`src/rtl/ipsl_pkg.sv`:
```
// Shared types and constants for the interior-point step length block.
// Holds the fixed-point format, controller states and the command/status structs.
// No dependencies.
package ipsl_pkg;

    localparam int FRAC_BITS = 16;
    localparam int VAL_W     = 32;
    localparam int TK_W      = 31;
    localparam int QUOT_W    = FRAC_BITS + 1;
    localparam int CNT_W     = $clog2(QUOT_W);
    localparam int PROD_W    = 2 * QUOT_W;

    localparam logic [QUOT_W-1:0] ONE_FX        = QUOT_W'(1) << FRAC_BITS;
    localparam logic [QUOT_W-1:0] SCALE_RESET   = QUOT_W'(64881);
    localparam logic [CNT_W-1:0]  DIV_LAST_STEP = CNT_W'(QUOT_W - 1);

    typedef enum logic [2:0] {
        ST_IDLE,
        ST_DIV,
        ST_MIN,
        ST_MUL,
        ST_EMIT
    } ipsl_state_t;

    typedef struct packed {
        logic load;
        logic step;
        logic update;
        logic mul;
        logic emit;
    } ipsl_cmd_t;

    typedef struct packed {
        logic close_mode;
        logic out_free;
    } ipsl_status_t;

endpackage

```
`src/rtl/ipsl_div.sv`:
```
// One restoring divider lane: quotient of (num << FRAC_BITS) / den, one bit per cycle of step.
// Depends on ipsl_pkg. Flags the lane invalid when the quotient would not fit.
module ipsl_div (
    input  logic                         aclk,
    input  logic                         aresetn,
    input  logic                         load,
    input  logic                         step,
    input  logic                         cand,
    input  logic [ipsl_pkg::VAL_W-1:0]   num_mag,
    input  logic [ipsl_pkg::VAL_W-1:0]   den_mag,
    output logic [ipsl_pkg::QUOT_W-1:0]  quot,
    output logic                         quot_valid
);
    import ipsl_pkg::*;

    logic [VAL_W-1:0]  rem_reg, rem_next;
    logic [VAL_W-1:0]  den_reg, den_next;
    logic [QUOT_W-1:0] quo_reg, quo_next;
    logic              bit_reg, bit_next;
    logic              valid_reg, valid_next;
    logic [VAL_W:0]    trial;
    logic              fits;

    // The quotient fits in QUOT_W bits exactly when num < 2 * den.
    assign fits = ({1'b0, num_mag} < {den_mag, 1'b0});
    assign trial = {rem_reg, bit_reg};

    always_comb begin
        rem_next   = rem_reg;
        den_next   = den_reg;
        quo_next   = quo_reg;
        bit_next   = bit_reg;
        valid_next = valid_reg;
        if (load) begin
            rem_next   = num_mag >> 1;
            den_next   = den_mag;
            quo_next   = '0;
            bit_next   = num_mag[0];
            valid_next = cand && (den_mag != '0) && fits;
        end else if (step) begin
            bit_next = 1'b0;
            if (trial >= {1'b0, den_reg}) begin
                rem_next = VAL_W'(trial - {1'b0, den_reg});
                quo_next = {quo_reg[QUOT_W-2:0], 1'b1};
            end else begin
                rem_next = VAL_W'(trial);
                quo_next = {quo_reg[QUOT_W-2:0], 1'b0};
            end
        end
    end

    always_ff @(posedge aclk) begin
        if (!aresetn) begin
            valid_reg <= 1'b0;
        end else begin
            valid_reg <= valid_next;
        end
        rem_reg <= rem_next;
        den_reg <= den_next;
        quo_reg <= quo_next;
        bit_reg <= bit_next;
    end

    assign quot       = quo_reg;
    assign quot_valid = valid_reg;

endmodule

```
`src/rtl/ipsl_datapath.sv`:
```
// Datapath: operand capture, two divider lanes, running minimum, scaling and output register.
// Depends on ipsl_pkg and ipsl_div.
module ipsl_datapath (
    input  logic                          aclk,
    input  logic                          aresetn,
    input  ipsl_pkg::ipsl_cmd_t           cmd,
    output ipsl_pkg::ipsl_status_t        status,
    input  logic                          cfg_we,
    input  logic [ipsl_pkg::QUOT_W-1:0]   cfg_wdata,
    input  logic                          s_mode,
    input  logic signed [ipsl_pkg::VAL_W-1:0] s_slack_value,
    input  logic signed [ipsl_pkg::VAL_W-1:0] s_slack_step,
    input  logic signed [ipsl_pkg::VAL_W-1:0] s_dual_value,
    input  logic signed [ipsl_pkg::VAL_W-1:0] s_dual_step,
    input  logic [ipsl_pkg::TK_W-1:0]     s_tau_value,
    input  logic signed [ipsl_pkg::VAL_W-1:0] s_tau_step,
    input  logic [ipsl_pkg::TK_W-1:0]     s_kappa_value,
    input  logic signed [ipsl_pkg::VAL_W-1:0] s_kappa_step,
    output logic                          m_valid,
    input  logic                          m_ready,
    output logic [ipsl_pkg::QUOT_W-1:0]   m_step_length
);
    import ipsl_pkg::*;

    logic [QUOT_W-1:0] scale_reg;
    logic [QUOT_W-1:0] min_reg, min_next;
    logic [PROD_W-1:0] prod_reg;
    logic [QUOT_W-1:0] out_reg;
    logic              out_valid_reg;
    logic              mode_reg;

    logic [VAL_W-1:0]  num0, den0, num1, den1;
    logic              cand0, cand1;
    logic [QUOT_W-1:0] q0, q1;
    logic              qv0, qv1;
    logic [PROD_W-FRAC_BITS-1:0] scaled;

    function automatic logic [VAL_W-1:0] mag(input logic [VAL_W-1:0] x);
        return x[VAL_W-1] ? VAL_W'(-x) : x;
    endfunction

    // Lane 0 takes the slack (or tau), lane 1 the dual (or kappa).
    always_comb begin
        if (s_mode) begin
            num0  = {1'b0, s_tau_value};
            den0  = mag(s_tau_step);
            cand0 = s_tau_step[VAL_W-1];
            num1  = {1'b0, s_kappa_value};
            den1  = mag(s_kappa_step);
            cand1 = s_kappa_step[VAL_W-1];
        end else begin
            num0  = mag(s_slack_value);
            den0  = mag(s_slack_step);
            cand0 = (s_slack_value != '0) && (s_slack_step != '0)
                    && (s_slack_value[VAL_W-1] != s_slack_step[VAL_W-1]);
            num1  = mag(s_dual_value);
            den1  = mag(s_dual_step);
            cand1 = (s_dual_value != '0) && (s_dual_step != '0)
                    && (s_dual_value[VAL_W-1] != s_dual_step[VAL_W-1]);
        end
    end

    ipsl_div u_div0 (
        .aclk       (aclk),
        .aresetn    (aresetn),
        .load       (cmd.load),
        .step       (cmd.step),
        .cand       (cand0),
        .num_mag    (num0),
        .den_mag    (den0),
        .quot       (q0),
        .quot_valid (qv0)
    );

    ipsl_div u_div1 (
        .aclk       (aclk),
        .aresetn    (aresetn),
        .load       (cmd.load),
        .step       (cmd.step),
        .cand       (cand1),
        .num_mag    (num1),
        .den_mag    (den1),
        .quot       (q1),
        .quot_valid (qv1)
    );

    always_comb begin
        min_next = min_reg;
        if (cmd.update) begin
            if (qv0 && (q0 < min_next)) begin
                min_next = q0;
            end
            if (qv1 && (q1 < min_next)) begin
                min_next = q1;
            end
        end else if (cmd.mul) begin
            min_next = ONE_FX;
        end
    end

    assign scaled = prod_reg[PROD_W-1:FRAC_BITS];

    always_ff @(posedge aclk) begin
        if (!aresetn) begin
            scale_reg     <= SCALE_RESET;
            min_reg       <= ONE_FX;
            out_valid_reg <= 1'b0;
        end else begin
            if (cfg_we) begin
                scale_reg <= cfg_wdata;
            end
            min_reg <= min_next;
            if (cmd.emit) begin
                out_valid_reg <= 1'b1;
            end else if (m_ready) begin
                out_valid_reg <= 1'b0;
            end
        end
        if (cmd.load) begin
            mode_reg <= s_mode;
        end
        if (cmd.mul) begin
            prod_reg <= PROD_W'(min_reg) * PROD_W'(scale_reg);
        end
        if (cmd.emit) begin
            out_reg <= (scaled > {{(PROD_W-FRAC_BITS-QUOT_W){1'b0}}, ONE_FX})
                       ? ONE_FX : QUOT_W'(scaled);
        end
    end

    assign status.close_mode = mode_reg;
    assign status.out_free   = !out_valid_reg || m_ready;
    assign m_valid           = out_valid_reg;
    assign m_step_length     = out_reg;

endmodule

```
`src/rtl/ipsl_ctrl.sv`:
```
// Controller state machine: sequences load, division steps, minimum update, scaling and emit.
// Depends on ipsl_pkg.
module ipsl_ctrl (
    input  logic                   aclk,
    input  logic                   aresetn,
    input  logic                   s_valid,
    output logic                   s_ready,
    input  ipsl_pkg::ipsl_status_t status,
    output ipsl_pkg::ipsl_cmd_t    cmd
);
    import ipsl_pkg::*;

    ipsl_state_t      state_reg, state_next;
    logic [CNT_W-1:0] cnt_reg, cnt_next;

    always_ff @(posedge aclk) begin
        if (!aresetn) begin
            state_reg <= ST_IDLE;
            cnt_reg   <= '0;
        end else begin
            state_reg <= state_next;
            cnt_reg   <= cnt_next;
        end
    end

    always_comb begin
        state_next = state_reg;
        cnt_next   = cnt_reg;
        cmd        = '0;
        s_ready    = 1'b0;
        unique case (state_reg)
            ST_IDLE: begin
                s_ready = 1'b1;
                if (s_valid) begin
                    cmd.load   = 1'b1;
                    cnt_next   = '0;
                    state_next = ST_DIV;
                end
            end
            ST_DIV: begin
                cmd.step = 1'b1;
                cnt_next = cnt_reg + 1'b1;
                if (cnt_reg == DIV_LAST_STEP) begin
                    cnt_next   = '0;
                    state_next = ST_MIN;
                end
            end
            ST_MIN: begin
                cmd.update = 1'b1;
                state_next = status.close_mode ? ST_MUL : ST_IDLE;
            end
            ST_MUL: begin
                cmd.mul    = 1'b1;
                state_next = ST_EMIT;
            end
            ST_EMIT: begin
                if (status.out_free) begin
                    cmd.emit   = 1'b1;
                    state_next = ST_IDLE;
                end
            end
            default: begin
                state_next = ST_IDLE;
            end
        endcase
    end

    a_cmd_onehot: assert property (@(posedge aclk) disable iff (!aresetn)
        $onehot0(cmd))
        else $error("more than one datapath command at once");

    a_accept_starts_div: assert property (@(posedge aclk) disable iff (!aresetn)
        (s_valid && s_ready) |=> (state_reg == ST_DIV && cnt_reg == '0))
        else $error("accepted request did not start the divider");

    a_cnt_bound: assert property (@(posedge aclk) disable iff (!aresetn)
        cnt_reg <= DIV_LAST_STEP)
        else $error("division step counter out of range");

    a_emit_only_free: assert property (@(posedge aclk) disable iff (!aresetn)
        cmd.emit |-> status.out_free)
        else $error("result emitted over an untaken result");

endmodule

```
`src/rtl/interior_point_step_length.sv`:
```
// Top level of the interior-point step length block (fraction-to-boundary ratio test).
// Sequence: a mode 0 request is loaded, runs 17 divider steps and then the minimum update;
// a mode 1 request goes on to scale the minimum and raises m_valid once the output is free.
// Requests are taken one at a time, as s_ready is high only while idle; the bit-serial
// restoring dividers produce one quotient bit per cycle in each of two lanes.
// Reset (synchronous, active low) sets the running minimum to 1.0 and the factor to 64881.
module interior_point_step_length (
    input  logic                              aclk,
    input  logic                              aresetn,
    input  logic                              cfg_we,
    input  logic [ipsl_pkg::QUOT_W-1:0]       cfg_wdata,
    input  logic                              s_valid,
    output logic                              s_ready,
    input  logic                              s_mode,
    input  logic signed [ipsl_pkg::VAL_W-1:0] s_slack_value,
    input  logic signed [ipsl_pkg::VAL_W-1:0] s_slack_step,
    input  logic signed [ipsl_pkg::VAL_W-1:0] s_dual_value,
    input  logic signed [ipsl_pkg::VAL_W-1:0] s_dual_step,
    input  logic [ipsl_pkg::TK_W-1:0]         s_tau_value,
    input  logic signed [ipsl_pkg::VAL_W-1:0] s_tau_step,
    input  logic [ipsl_pkg::TK_W-1:0]         s_kappa_value,
    input  logic signed [ipsl_pkg::VAL_W-1:0] s_kappa_step,
    output logic                              m_valid,
    input  logic                              m_ready,
    output logic [ipsl_pkg::QUOT_W-1:0]       m_step_length
);
    import ipsl_pkg::*;

    // The controller only issues commands; all data arithmetic and storage live in the
    // datapath. Each request loads both divider lanes, which then run in lockstep.
    // Mode 0 requests feed the slack and dual pairs, mode 1 requests feed tau and kappa.
    ipsl_cmd_t    cmd;
    ipsl_status_t status;

    ipsl_ctrl u_ctrl (
        .aclk    (aclk),
        .aresetn (aresetn),
        .s_valid (s_valid),
        .s_ready (s_ready),
        .status  (status),
        .cmd     (cmd)
    );

    // The output register lets a new request be accepted while a result waits.
    ipsl_datapath u_datapath (
        .aclk          (aclk),
        .aresetn       (aresetn),
        .cmd           (cmd),
        .status        (status),
        .cfg_we        (cfg_we),
        .cfg_wdata     (cfg_wdata),
        .s_mode        (s_mode),
        .s_slack_value (s_slack_value),
        .s_slack_step  (s_slack_step),
        .s_dual_value  (s_dual_value),
        .s_dual_step   (s_dual_step),
        .s_tau_value   (s_tau_value),
        .s_tau_step    (s_tau_step),
        .s_kappa_value (s_kappa_value),
        .s_kappa_step  (s_kappa_step),
        .m_valid       (m_valid),
        .m_ready       (m_ready),
        .m_step_length (m_step_length)
    );

endmodule

```
`config.mk`:
```
export PLATFORM = sky130hd
export DESIGN_NAME = interior_point_step_length
export DESIGN_NICKNAME = d
export VERILOG_FILES = /design/src/rtl/ipsl_pkg.sv /design/src/rtl/ipsl_div.sv /design/src/rtl/ipsl_datapath.sv /design/src/rtl/ipsl_ctrl.sv /design/src/rtl/interior_point_step_length.sv
export SDC_FILE = /design/constraint.sdc
export NUM_CORES = 2
export LEC_CHECK = 0
export ABC_AREA = 1
export ABC_CLOCK_PERIOD_IN_PS = 7500
export BUFFER_PORTS_ARGS = -buffer_cell sky130_fd_sc_hd__clkbuf_2
export CAP_MARGIN = 20
export CORE_MARGIN = 4
export CORE_UTILIZATION = 50
export CTS_BUF_LIST = sky130_fd_sc_hd__clkbuf_2
export CTS_CLUSTER_DIAMETER = 200
export DETAILED_ROUTE_END_ITERATION = 10
export PLACE_DENSITY = 0.69
export SYNTH_ARGS = -nofsm -noshare
export SYNTH_HDL_FRONTEND = slang
export SYNTH_HIERARCHICAL = 1
export SYNTH_SLANG_ARGS = --single-unit
export TNS_END_PERCENT = 5
```
`constraint.sdc`:
```
create_clock -name aclk -period 7.5 [get_ports aclk]
set_clock_uncertainty 0.05 [all_clocks]
set_input_delay 1.5 -clock aclk [delete_from_list [all_inputs] [get_ports aclk]]
set_output_delay 1.5 -clock aclk [all_outputs]
set_load 0.1 [all_outputs]
```
==> results_dict.tcl <==
set metrics [dict create \
    ys_top_cells_by_count "nand2_1, inv_1, nor2_1" \
    worst_hold_path.num_cells 2 \
    status "complete, no violations" \
    cp-startpoint "u_datapath/min_reg[5]$_SDFFE_PN0P_" \
    avgRoutedWirePerCell_um 16.7 \
    max_clock_freq_mhz 163 \
    cp_slowest_cell "dfxtp_1" \
    synth_flop_cell "edfxtp_1" \
    multi_input_area_um2 22600 \
    critPathKind "flip-flop to flip-flop" \
    synth_top_area_share_pct 15.8 \
    slew_violations 0 \
    path_buf_inv 6 \
    grt_pass1_vias 31534 \
    ys_seq_area_share_pct 19.3 \
    clock_latency_ns 1.02 \
    cpPeakStageDelay_ns 0.87 \
    maxSlewHeadroom_pct 31.0 \
    cp_max_fo 19 \
    synthTopCellsByArea "nand2_1, edfxtp_1, fa_1" \
    reg2reg_depth 20 \
    drtPass1Iterations 6 \
    die_w_um 268 \
    wl_um 104000 \
    hold_buffers 0 \
    vias 33061 \
    synth_edf_count 164 \
    num_rows 95 \
    cts_buffer_depth 3 \
    rr_endpoint "u_datapath/prod_reg[32]$_DFFE_PP_" \
    setup_viol 0 \
    avgSynthCellArea_um2 6.62 \
    end_kind "flip-flop" \
    cts_resized 0 \
    grt.overflow.total 0 \
    fp.dieH_um 268 \
    r2r_slack_ns 1.35 \
    area_growth_pct 7.67 \
    grt_pass1_wl_um 165000 \
    port_buffers 295 \
    holdCritPathClass "flip-flop to flip-flop" \
    tns_ns 0 \
    start_util_pct 50.5 \
    cts_made_buffers 68 \
    required_ns 8.17 \
    pin_count 296 \
    timing.rr.start "u_datapath/min_reg[5]$_SDFFE_PN0P_" \
    power_leakage_nw 19.8 \
    coreArea_um2 67200 \
    clockRootBuffer "clkbuf_2" \
    syn-num-nets 5894 \
    yosysTopAreaCell "nand2_1" \
    cts_tree "yes" \
    cp_cell_sequence "nand2_1 -> fa_1 -> fa_1 -> inv_1 -> fa_1 -> fa_1 -> fa_1 -> inv_1 -> fa_1 -> inv_1 -> ha_1 -> a21oi_1 -> inv_1 -> a21oi_1 -> inv_1 -> a21oi_1 -> inv_1 -> a21oi_1 -> nand2_1 -> xor2_1" \
    avgViaCountPerCell 5.28 \
    grt_start_max_net_pins 74 \
    finalHoldViolCount 0 \
    worst_pin_slew_ns 1.03 \
    post-cts-setup-buffer-count 0 \
    synth_most_common_cell "nand2_1" \
    period_minus_slack_ns 6.15 \
    ir_drop_v 0.000133 \
    nFillCells 6754 \
    synthArstFlopShare_pct 0 \
    final_antenna_net_count 0 \
    hold_ws_ns 0.433 \
    htreeDepth 3 \
    gp_congestion 1.00 \
    max-cap-violations 0 \
    min_from "u_datapath/u_div0/quot[14]$_SDFFE_PP0P_" \
    antenna_found_initial 13 \
    drive_above_1_share_pct 10.4 \
    path_clk_slew_ns 0.10 \
    first_iter_violations 2655 \
    synth-warning-count 6 \
    path_delay_family "adder cells" \
    ys_ff_latch 245 \
    critPathLaunchType "flip-flop" \
    cts_num_sinks 245 \
    synth.distinct_cells 58 \
    regArea_um2 6550 \
    dp_hpwl_um 86400 \
    grt_util_all_layers_pct 28.7 \
    power_density_nw_per_um2 201 \
    cp_data_arrival_time_ns 6.83 \
    holdPathEnd "u_datapath/u_div0/quot[15]$_SDFFE_PP0P_" \
    period_share_pct 82.0 \
    synthCells 5123 \
    netlist_area_um2 33900 \
    post-route-drc-count 0 \
    dieArea_um2 72100 \
    nets 6099 \
    rsz0062_at_grt "no" \
]
power breakdown:
group | internal [W] | total (W) | switching, W
logic | 0.00150 | 0.00435 | 0.00284
clock network | 0.000456 | 0.00105 | 0.000592
registers | 0.00180 | 0.00196 | 0.000164
how the worst max path moves through the flow:
stage | to | cells after the start
2_1_floorplan | u_datapath/u_div0/bit_reg$_SDFFCE_PN0P_ | 6
3_3_place_gp | u_datapath/prod_reg[32]$_DFFE_PP_ | 20
3_5_place_dp | u_datapath/prod_reg[32]$_DFFE_PP_ | 20
4_1_cts | u_datapath/prod_reg[32]$_DFFE_PP_ | 20
5_1_grt | u_datapath/prod_reg[32]$_DFFE_PP_ | 20
6_report | u_datapath/prod_reg[32]$_DFFE_PP_ | 20
routing by layer:
| layer | vias up | wire [um] | track usage, % |
|---|---|---|---|
| li1 | 16471 | - | - |
| met1 | 15187 | 45400 | 38.0 |
| met2 | 1192 | 48400 | 47.8 |
| met3 | 205 | 6620 | 4.07 |
| met4 | 6 | 3810 | 11.1 |
| met5 | - | 41 | 0 |
tightest hold or removal path, cell delays in order (launching register included):
cell	delay, ns
dfxtp_1	0.34
inv_1	0.07
o22ai_1	0.08
layout by cell type, fill, tap and decap left out, types with 19 or more instances in the layout:
| cell | count |
|---|---|
| nand2_1 | 1429 |
| inv_1 | 1047 |
| nor2_1 | 402 |
| clkbuf_2 | 392 |
| a21oi_1 | 273 |
| ha_1 | 270 |
| nand3_1 | 256 |
| fa_1 | 224 |
| o21ai_0 | 223 |
| edfxtp_1 | 164 |
| nand3b_1 | 86 |
| dfxtp_1 | 81 |
| nor3_1 | 65 |
| nand4_1 | 52 |
| xnor2_1 | 47 |
| o22ai_1 | 46 |
| nand2_2 | 25 |
| nand3_2 | 25 |
| clkinv_1 | 22 |
| xor2_1 | 20 |
| nor2_2 | 19 |
per-stage QoR:
step / instances / power, W / utilization [%] / setup WS [ns] / cell area [um2]
2_1_floorplan: 5123 / 0.00524 / - / 1.08 / 33900
3_3_place_gp: 6130 / 0.00623 / 53.3 / 1.47 / 35800
3_5_place_dp: 6130 / 0.00627 / 53.3 / 1.40 / 35800
4_1_cts: 6252 / 0.00737 / 54.3 / 1.34 / 36500
5_1_grt: 6262 / 0.00809 / 54.4 / 0.965 / 36500
6_report: 6263 / 0.00736 / 54.4 / 1.35 / 36500
area by class of cell:
type	instances	area share [%]
Multi-Input combinational cell	3634	61.9
Sequential cell	245	17.9
Inverter	1070	11.0
Timing Repair Buffer	309	4.33
Tap cell	873	2.99
Clock buffer	97	1.33
Clock inverter	25	0.510
Antenna cell	10	0.0685
cell families (layout without fill, tap and decap cells):
group | count (synthesis) | count (layout) | synth area share [%]
fa+ha+maj | 494 | 494 | 23.2
buf+inv | 1244 | 1501 | 14.2
other cells | 0 | 10 | 0
compound gates | 638 | 638 | 10.2
simple gates | 2435 | 2435 | 31.4
flops | 245 | 245 | 19.3
xor+xnor | 67 | 67 | 1.73
(Power assumes the default switching activity.)
